`src/hdl/swm_pkg.sv`:
```
// shared constants and types for the sliding window maximum block
`timescale 1ns / 1ps
`default_nettype none

package swm_pkg;

    localparam int WINDOW_MAX_DEF  = 64;
    localparam int DATA_WIDTH_DEF  = 16;
    localparam int CFG_WIDTH       = 7;
    localparam logic [CFG_WIDTH-1:0] WINDOW_SIZE_RST = CFG_WIDTH'(1);

    // per-item control broadcast to every cell
    typedef struct packed {
        logic shift;
        logic clear;
    } t_cell_ctl;

endpackage

`default_nettype wire

```
`src/hdl/swm_in_if.sv`:
```
// sample input channel
`timescale 1ns / 1ps
`default_nettype none

interface swm_in_if #(
    parameter int DATA_WIDTH = swm_pkg::DATA_WIDTH_DEF
);
    logic                         valid;
    logic                         ready;
    logic signed [DATA_WIDTH-1:0] sample;
    logic                         start_req;

    modport source (output valid, output sample, output start_req, input ready);
    modport sink   (input valid, input sample, input start_req, output ready);
endinterface

`default_nettype wire

```
`src/hdl/swm_out_if.sv`:
```
// window maximum result channel
`timescale 1ns / 1ps
`default_nettype none

interface swm_out_if #(
    parameter int DATA_WIDTH = swm_pkg::DATA_WIDTH_DEF
);
    logic                         valid;
    logic                         ready;
    logic signed [DATA_WIDTH-1:0] window_max;

    modport source (output valid, output window_max, input ready);
    modport sink   (input valid, input window_max, output ready);
endinterface

`default_nettype wire

```
`src/hdl/swm_cfg_if.sv`:
```
// window size register write channel
`timescale 1ns / 1ps
`default_nettype none

interface swm_cfg_if;
    logic                           valid;
    logic                           ready;
    logic [swm_pkg::CFG_WIDTH-1:0]  window_size;

    modport source (output valid, output window_size, input ready);
    modport sink   (input valid, input window_size, output ready);
endinterface

`default_nettype wire

```
`src/hdl/swm_cell.sv`:
```
// one candidate cell of the sample shift chain
`timescale 1ns / 1ps
`default_nettype none

module swm_cell #(
    parameter int DATA_WIDTH = swm_pkg::DATA_WIDTH_DEF,
    parameter int KW         = 7,
    parameter int INDEX      = 0
) (
    input  wire logic                         i_clk,
    input  wire logic                         i_rst_n,
    input  wire swm_pkg::t_cell_ctl           i_ctl,
    input  wire logic [KW-1:0]                i_k,
    input  wire logic signed [DATA_WIDTH-1:0] i_sample,
    input  wire logic                         i_prev_vld,
    input  wire logic signed [DATA_WIDTH-1:0] i_prev_val,
    output logic                              o_vld,
    output logic signed [DATA_WIDTH-1:0]      o_val,
    output logic                              o_n_vld,
    output logic signed [DATA_WIDTH-1:0]      o_n_val
);

    logic                         r_vld;
    logic signed [DATA_WIDTH-1:0] r_val;
    logic                         expire;

    // cell index equals the age of the sample it holds after a shift
    assign expire = (32'(INDEX) >= 32'(i_k));

    always_comb begin
        if (INDEX == 0) begin
            o_n_vld = 1'b1;
            o_n_val = i_sample;
        end else begin
            // a candidate survives only while strictly above the new sample
            o_n_vld = i_prev_vld && !i_ctl.clear && !expire && (i_prev_val > i_sample);
            o_n_val = i_prev_val;
        end
    end

    always_ff @(posedge i_clk) begin
        if (!i_rst_n) begin
            r_vld <= 1'b0;
        end else if (i_ctl.shift) begin
            r_vld <= o_n_vld;
        end
    end

    always_ff @(posedge i_clk) begin
        if (i_ctl.shift) begin
            r_val <= o_n_val;
        end
    end

    assign o_vld = r_vld;
    assign o_val = r_val;

endmodule

`default_nettype wire

```
`src/hdl/swm_tree_stage.sv`:
```
// one registered level of the oldest-candidate selection tree
`timescale 1ns / 1ps
`default_nettype none

module swm_tree_stage #(
    parameter int DATA_WIDTH = swm_pkg::DATA_WIDTH_DEF,
    parameter int NP         = 64,
    parameter int NODES      = 32
) (
    input  wire logic                         i_clk,
    input  wire logic                         i_rst_n,
    input  wire logic                         i_en,
    input  wire logic                         i_slot,
    input  wire logic                         i_vld [NP],
    input  wire logic signed [DATA_WIDTH-1:0] i_val [NP],
    output logic                              o_slot,
    output logic                              o_vld [NP],
    output logic signed [DATA_WIDTH-1:0]      o_val [NP]
);

    logic                         r_slot;
    logic                         r_vld [NODES];
    logic signed [DATA_WIDTH-1:0] r_val [NODES];
    logic                         n_vld [NODES];
    logic signed [DATA_WIDTH-1:0] n_val [NODES];

    // the older valid candidate of a pair is always the larger one
    always_comb begin
        for (int j = 0; j < NODES; j++) begin
            n_vld[j] = i_vld[2*j] || i_vld[2*j+1];
            n_val[j] = i_vld[2*j+1] ? i_val[2*j+1] : i_val[2*j];
        end
    end

    always_ff @(posedge i_clk) begin
        if (!i_rst_n) begin
            r_slot <= 1'b0;
        end else if (i_en) begin
            r_slot <= i_slot;
        end
    end

    always_ff @(posedge i_clk) begin
        if (i_en) begin
            for (int j = 0; j < NODES; j++) begin
                r_vld[j] <= n_vld[j];
                r_val[j] <= n_val[j];
            end
        end
    end

    assign o_slot = r_slot;

    for (genvar j = 0; j < NP; j++) begin : g_out
        if (j < NODES) begin : g_used
            assign o_vld[j] = r_vld[j];
            assign o_val[j] = r_val[j];
        end else begin : g_unused
            assign o_vld[j] = 1'b0;
            assign o_val[j] = '0;
        end
    end

endmodule

`default_nettype wire

```
`src/hdl/sliding_window_maximum.sv`:
```
// sliding window maximum top level
// Takes one signed sample per clock and, once window_size samples of the current sequence
// have arrived, returns the largest of the last window_size samples. Samples shift through a
// chain of WINDOW_MAX cells, each tagged as a candidate while it is inside the window and
// strictly above every newer sample; the oldest candidate is the maximum and is picked by a
// registered tree of log2(WINDOW_MAX) levels (at least one). An item is accepted every clock
// while the result side keeps up; a result passes through every level register of the tree
// on its way to the output. start_req clears the window before its sample enters. window_size
// 0 acts as 1 and values above WINDOW_MAX act as WINDOW_MAX; write it only while idle.
`timescale 1ns / 1ps
`default_nettype none

module sliding_window_maximum #(
    parameter int WINDOW_MAX = swm_pkg::WINDOW_MAX_DEF,
    parameter int DATA_WIDTH = swm_pkg::DATA_WIDTH_DEF
) (
    input  wire logic  i_clk,
    input  wire logic  i_rst_n,
    swm_in_if.sink     i_in,
    swm_cfg_if.sink    i_cfg,
    swm_out_if.source  o_out
);

    localparam int LV = (WINDOW_MAX > 1) ? $clog2(WINDOW_MAX) : 1;
    localparam int NP = 1 << LV;
    localparam int KW = $clog2(WINDOW_MAX + 1);

    logic [swm_pkg::CFG_WIDTH-1:0] r_window_size;
    logic [KW-1:0]                 r_filled;
    logic [KW-1:0]                 n_filled;
    logic [KW-1:0]                 filled_base;
    logic [KW-1:0]                 k_eff;
    logic [31:0]                   cfg_ext;
    logic                          accept;
    logic                          has_result;
    swm_pkg::t_cell_ctl            cell_ctl;

    logic                          cell_vld [WINDOW_MAX];
    logic signed [DATA_WIDTH-1:0]  cell_val [WINDOW_MAX];
    logic                          lvl_vld  [LV+1][NP];
    logic signed [DATA_WIDTH-1:0]  lvl_val  [LV+1][NP];
    logic                          slot     [LV+1];
    logic                          en       [LV+1];

    // configuration register
    assign i_cfg.ready = 1'b1;

    always_ff @(posedge i_clk) begin
        if (!i_rst_n) begin
            r_window_size <= swm_pkg::WINDOW_SIZE_RST;
        end else if (i_cfg.valid && i_cfg.ready) begin
            r_window_size <= i_cfg.window_size;
        end
    end

    assign cfg_ext = 32'(r_window_size);

    always_comb begin
        if (cfg_ext == 32'd0) begin
            k_eff = KW'(1);
        end else if (cfg_ext > 32'(WINDOW_MAX)) begin
            k_eff = KW'(WINDOW_MAX);
        end else begin
            k_eff = KW'(cfg_ext);
        end
    end

    // sample count, saturating at the window size
    assign accept      = i_in.valid && i_in.ready;
    assign filled_base = i_in.start_req ? '0 : r_filled;
    assign n_filled    = (filled_base < k_eff) ? filled_base + KW'(1) : k_eff;
    assign has_result  = (n_filled >= k_eff);

    always_ff @(posedge i_clk) begin
        if (!i_rst_n) begin
            r_filled <= '0;
        end else if (accept) begin
            r_filled <= n_filled;
        end
    end

    assign cell_ctl.shift = accept;
    assign cell_ctl.clear = i_in.start_req;

    // cell chain, index equals sample age
    for (genvar i = 0; i < WINDOW_MAX; i++) begin : g_cell
        logic                         prev_vld;
        logic signed [DATA_WIDTH-1:0] prev_val;

        if (i == 0) begin : g_head
            assign prev_vld = 1'b0;
            assign prev_val = i_in.sample;
        end else begin : g_body
            assign prev_vld = cell_vld[i-1];
            assign prev_val = cell_val[i-1];
        end

        swm_cell #(
            .DATA_WIDTH (DATA_WIDTH),
            .KW         (KW),
            .INDEX      (i)
        ) u_cell (
            .i_clk      (i_clk),
            .i_rst_n    (i_rst_n),
            .i_ctl      (cell_ctl),
            .i_k        (k_eff),
            .i_sample   (i_in.sample),
            .i_prev_vld (prev_vld),
            .i_prev_val (prev_val),
            .o_vld      (cell_vld[i]),
            .o_val      (cell_val[i]),
            .o_n_vld    (lvl_vld[0][i]),
            .o_n_val    (lvl_val[0][i])
        );
    end

    for (genvar i = WINDOW_MAX; i < NP; i++) begin : g_pad
        assign lvl_vld[0][i] = 1'b0;
        assign lvl_val[0][i] = '0;
    end

    // selection tree, each level stalls only when the one after it is full and stalled
    assign slot[0] = accept && has_result;
    assign en[0]   = en[1];
    assign en[LV]  = !slot[LV] || o_out.ready;

    for (genvar l = 1; l < LV; l++) begin : g_en
        assign en[l] = !slot[l] || en[l+1];
    end

    for (genvar l = 1; l <= LV; l++) begin : g_lvl
        swm_tree_stage #(
            .DATA_WIDTH (DATA_WIDTH),
            .NP         (NP),
            .NODES      (NP >> l)
        ) u_stage (
            .i_clk   (i_clk),
            .i_rst_n (i_rst_n),
            .i_en    (en[l]),
            .i_slot  (slot[l-1]),
            .i_vld   (lvl_vld[l-1]),
            .i_val   (lvl_val[l-1]),
            .o_slot  (slot[l]),
            .o_vld   (lvl_vld[l]),
            .o_val   (lvl_val[l])
        );
    end

    assign i_in.ready       = en[0];
    assign o_out.valid      = slot[LV];
    assign o_out.window_max = lvl_val[LV][0];

    // the sample count never passes the largest window
    a_filled_bound: assert property (@(posedge i_clk) disable iff (!i_rst_n)
        r_filled <= KW'(WINDOW_MAX))
        else $error("sample count above window capacity");

    // the newest sample is always a candidate after it enters
    a_head_valid: assert property (@(posedge i_clk) disable iff (!i_rst_n)
        accept |=> cell_vld[0])
        else $error("newest sample not held as a candidate");

    // a start item leaves exactly one sample counted
    a_start_count: assert property (@(posedge i_clk) disable iff (!i_rst_n)
        accept && i_in.start_req |=> r_filled == KW'(1))
        else $error("start item did not restart the sample count");

    // a result entering the tree is held by the first level
    a_tree_entry: assert property (@(posedge i_clk) disable iff (!i_rst_n)
        accept && has_result |=> slot[1])
        else $error("result lost on entry to selection tree");

endmodule

`default_nettype wire

```
`src/flat_wrapper.sv`:
```
// flat-port wrapper written by rule: the top's interface ports become plain ports
module sliding_window_maximum_flat 
#(
    parameter int WINDOW_MAX = swm_pkg::WINDOW_MAX_DEF,
    parameter int DATA_WIDTH = swm_pkg::DATA_WIDTH_DEF
)
  (i_clk, i_rst_n, i_in_valid, i_in_sample, i_in_start_req, i_in_ready, i_cfg_valid, i_cfg_window_size, i_cfg_ready, o_out_valid, o_out_window_max, o_out_ready);
  swm_in_if #(.DATA_WIDTH(DATA_WIDTH)) i_in_i ();
  swm_cfg_if i_cfg_i ();
  swm_out_if #(.DATA_WIDTH(DATA_WIDTH)) o_out_i ();
  input  wire logic i_clk;
  input  wire logic i_rst_n;
  input wire logic [$bits(i_in_i.valid)-1:0] i_in_valid;
  input wire logic [$bits(i_in_i.sample)-1:0] i_in_sample;
  input wire logic [$bits(i_in_i.start_req)-1:0] i_in_start_req;
  output wire logic [$bits(i_in_i.ready)-1:0] i_in_ready;
  input wire logic [$bits(i_cfg_i.valid)-1:0] i_cfg_valid;
  input wire logic [$bits(i_cfg_i.window_size)-1:0] i_cfg_window_size;
  output wire logic [$bits(i_cfg_i.ready)-1:0] i_cfg_ready;
  output wire logic [$bits(o_out_i.valid)-1:0] o_out_valid;
  output wire logic [$bits(o_out_i.window_max)-1:0] o_out_window_max;
  input wire logic [$bits(o_out_i.ready)-1:0] o_out_ready;
  assign i_in_i.valid = i_in_valid;
  assign i_in_i.sample = i_in_sample;
  assign i_in_i.start_req = i_in_start_req;
  assign i_in_ready = i_in_i.ready;
  assign i_cfg_i.valid = i_cfg_valid;
  assign i_cfg_i.window_size = i_cfg_window_size;
  assign i_cfg_ready = i_cfg_i.ready;
  assign o_out_valid = o_out_i.valid;
  assign o_out_window_max = o_out_i.window_max;
  assign o_out_i.ready = o_out_ready;
  sliding_window_maximum #(.WINDOW_MAX(WINDOW_MAX), .DATA_WIDTH(DATA_WIDTH)) u_core (.i_clk(i_clk), .i_rst_n(i_rst_n), .i_in(i_in_i), .i_cfg(i_cfg_i), .o_out(o_out_i));
endmodule
```
`config.mk`:
```
export PLATFORM = sky130hd
export DESIGN_NAME = sliding_window_maximum_flat
export DESIGN_NICKNAME = d
export VERILOG_FILES = /design/src/hdl/swm_pkg.sv /design/src/hdl/swm_in_if.sv /design/src/hdl/swm_out_if.sv /design/src/hdl/swm_cfg_if.sv /design/src/hdl/swm_cell.sv /design/src/hdl/swm_tree_stage.sv /design/src/hdl/sliding_window_maximum.sv /design/src/flat_wrapper.sv
export SDC_FILE = /design/constraint.sdc
export NUM_CORES = 2
export LEC_CHECK = 0
export BUFFER_PORTS_ARGS = -buffer_cell sky130_fd_sc_hd__buf_4
export CAP_MARGIN = 15
export CORE_ASPECT_RATIO = 0.75
export CORE_UTILIZATION = 55
export DETAILED_ROUTE_END_ITERATION = 8
export GPL_TIMING_DRIVEN = 1
export PLACE_DENSITY = 0.76
export SLEW_MARGIN = 15
export SYNTH_ARGS = -nofsm -noshare
export SYNTH_HDL_FRONTEND = slang
export SYNTH_SLANG_ARGS = --single-unit
```
`constraint.sdc`:
```
create_clock -name i_clk -period 58.9 [get_ports i_clk]
set_clock_uncertainty 0.05 [all_clocks]
set_input_delay 5.89 -clock i_clk [delete_from_list [all_inputs] [get_ports i_clk]]
set_output_delay 5.89 -clock i_clk [all_outputs]
set_load 0.1 [all_outputs]
```
==> qor.yml <==
status: "complete, no violations"
cp.arrival_ns: 8.53
critPathLaunchType: "input port"
timing.rr.start: "u_core.g_lvl[4].u_stage.o_slot"
postLayoutCellArea_sq_um: 112000
port_buffers: 46
tightestPinTransition_ns: 1.27
rows: 136
drcViolationCount: 0
critPathKind: "input port to primary output"
root_buffer: "clkbuf_16"
p_sw_share_pct: 23.5
synth_seq_cells: 2156
cts.repair.resized: 0
hold-worst-slack_ns: 0.380
min_from: "u_core.g_cell[17].u_cell.o_val[0]"
crit_path_max_fanout: 74
clkPwrFrac_pct: 38.8
ir_drop_mv: 0.0273
track_usage_pct: 27.3
ios: 48
dieHeight_um: 374
hpwl_um: 172000
p_seq_share_pct: 53.4
cts_setup_buffers: 0
ant_nets: 0
rsz0062_at_grt: "no"
ctsHoldBuffers: 0
grt_start_max_net_pins: 182
r2r_slack_ns: 52.80
syn_to_final_growth_pct: 9.84
cts_tree: "built"
p_int_mw: 2.62
dieArea_sq_um: 186000
required_ns: 52.96
placed_cells: 8826
synthArstFlopShare_pct: 0
clock_latency_ns: 0.85
finalSetupViolations: 0
die_x_um: 498
synth_flop_cell: "edfxtp_1"
htreeDepth: 4
n_fill_cell: 13100
via_per_inst: 6.45
final_cells: 9207
clock-sinks: 2156
fmax_ghz: 0.0691
gp_congestion: 0.890
clk_transition_reported_paths_ns: 0.06
yosysSeqAreaShare_pct: 62.9
max-cap-violations: 0
synth_edf_count: 2073
period_share_pct: 24.6
routedWlPerCell_um: 28.0
drtIter0Drc: 6939
syn-num-nets: 7483
first_pass_iters: 6
max_slew_margin_pct: 15.4
syn_area_sq_um: 102000
route.vias.total: 59400
grt_pass1_vias: 58500
synth_cells: 6432
drt-total-wl_um: 257000
layout.nets: 7666
cts-buffers-inserted: 201
hold_end: "u_core.g_cell[18].u_cell.o_val[0]"
min_path_type: "flop to flop"
cts_buffer_depth: 3
yosysWarnings: 0
grt-ovfl-total: 0
power.share.combinational_pct: 7.8
p_leak_nw: 42.5
hold_viol: 0
grt_pass1_wl_um: 378000
start_util_pct: 55.4
power_density_nw_per_um2: 30.7
placed_cell_area_sq_um: 105000
setup_slack_ns: 44.43
holdPathStages: 0
antenna_found_initial: 12
endpoint_kind: "primary output"
drv_slew: 0
synthDistinctLibCells: 94
p_sw_uw: 805
r2r-end: "u_core.g_cell[16].u_cell.o_val[0]"
preCtsSetupSlack_ns: 44.46
power_mw: 3.42
fin_setup_tns_ns: 0
period_minus_slack_ns: 14.47
drive_above_1_share_pct: 21.9
coreArea_sq_um: 183000
synth.avg_cell_area_sq_um: 15.8
reg2reg_depth: 9
final_core_util_pct: 60.9
==> cells in the final DEF (no fill, tap or decap), types with 19 or more instances in the layout <==
master     count
clkbuf_1      47
and4_1        35
a21o_1       131
a211oi_1      40
mux2_2       945
o31ai_1       19
clkinv_2      35
nand2_1      207
nand3_1       91
nor4_1        38
edfxtp_1    2073
buf_4        119
and3_1        23
o21ai_0      136
mux2_4        28
o21bai_1      20
inv_1        140
ha_1        1022
o211ai_1      66
nor3_1        39
o21a_1        42
a21oi_1      337
nor2_1        83
nand2b_1      28
clkbuf_16    205
mux2i_1       55
nor2b_1       63
nand4_1      175
dfxtp_1       83
clkinv_1      38
or2_2         32
a22o_1        32
==> critical path, stage by stage <==
cell	delay [ns]
buf_4	0.11
and4b_1	0.30
and2_1	0.31
nand2_4	0.51
nor2_1	0.62
inv_8	0.33
buf_4	0.35
==> metal layers <==
layer / vias to the layer above / wire [um] / global-route usage [%]
met2: 2824 / 109000 / 39.1
met3: 377 / 25300 / 6.16
li1: 26100 / - / -
met4: 6 / 6470 / 7.68
met5: - / 32 / 0
met1: 30200 / 116000 / 41.6
==> cell usage after synthesis, types with 14 or more instances <==
| cell | count | share of area, % |
|---|---|---|
| a22o_1 | 32 | 0.28 |
| mux2i_1 | 56 | 0.55 |
| nor4_1 | 38 | 0.23 |
| inv_1 | 158 | 0.58 |
| mux2_2 | 945 | 10 |
| and3_1 | 24 | 0.15 |
| mux2_4 | 28 | 0.41 |
| or4_1 | 14 | 0.10 |
| buf_2 | 34 | 0.17 |
| nand2_1 | 209 | 0.77 |
| or2_2 | 32 | 0.20 |
| a21o_1 | 131 | 0.97 |
| nand3_1 | 91 | 0.45 |
| ha_1 | 1022 | 13 |
| a21oi_1 | 337 | 1.7 |
| clkbuf_1 | 63 | 0.23 |
| a211oi_1 | 40 | 0.30 |
| o211ai_1 | 66 | 0.49 |
| a31oi_1 | 14 | 0.086 |
| buf_1 | 17 | 0.063 |
| nor2_1 | 85 | 0.31 |
| nand2b_1 | 28 | 0.17 |
| edfxtp_1 | 2073 | 61 |
| o21a_1 | 42 | 0.31 |
| o21bai_1 | 20 | 0.15 |
| nand4_1 | 175 | 1.1 |
| o21ai_0 | 136 | 0.67 |
| buf_6 | 15 | 0.17 |
| nor2b_1 | 64 | 0.39 |
| nor3_1 | 39 | 0.19 |
| and4_1 | 35 | 0.30 |
| o31ai_1 | 19 | 0.14 |
| dfxtp_1 | 83 | 1.6 |
| a2111oi_0 | 16 | 0.14 |
==> power by group through the flow <==
| stage | Combinational [mW] | Sequential (mW) | Clock [mW] |
|---|---|---|---|
| after floorplan | 0.171 | 1.87 | 0 |
| after global placement | 0.247 | 1.85 | 0 |
| after detailed placement | 0.261 | 1.85 | 0 |
| after CTS | 0.265 | 1.82 | 1.34 |
| after global routing | 0.295 | 1.83 | 1.40 |
| final | 0.268 | 1.83 | 1.33 |
==> state kept, by name, indices dropped and copies added, names as in the netlist <==
signal / count
u_core.r_window_size: 7
u_core.g_lvl.u_stage.r_vld: 57
u_core.r_filled: 7
u_core.g_lvl.u_stage.r_val: 1008
u_core.g_cell.u_cell.o_vld: 63
u_core.g_cell.u_cell.o_val: 1008
u_core.g_lvl.u_stage.o_slot: 6
==> worst max-delay path by stage <==
stage	from	endpoint	slack [ns]	depth (start not counted)
after detailed placement	o_out_ready	i_in_ready	44.46	7
after CTS	o_out_ready	i_in_ready	44.45	7
after global routing	o_out_ready	i_in_ready	44.31	7
after floorplan	o_out_ready	u_core.g_cell[22].u_cell.o_vld	2.56	9
final	o_out_ready	i_in_ready	44.43	7
after global placement	o_out_ready	i_in_ready	44.50	7
==> final cells by class <==
cell class	count	area, sq um	area share, %
sequential	2156	63900	57.3
multi-input combinational	3975	36300	32.6
clock buffer	270	5550	4.98
tap	2415	3020	2.71
clock inverter	108	1110	0.998
timing repair buffer	123	965	0.865
inverter	158	639	0.573
antenna	2	5.00	0.00449
==> logic make-up after synthesis <==
group | synth area share [%]
xor gates and xnor gates | 0.103
adders and majority gates | 12.6
muxes | 11.6
other | 0.00369
DFF | 62.9
and+or+nand+nor | 5.02
buffers and inverters | 1.32
AOI/OAI and AO/OA | 6.38
(Power assumes the default switching activity.)
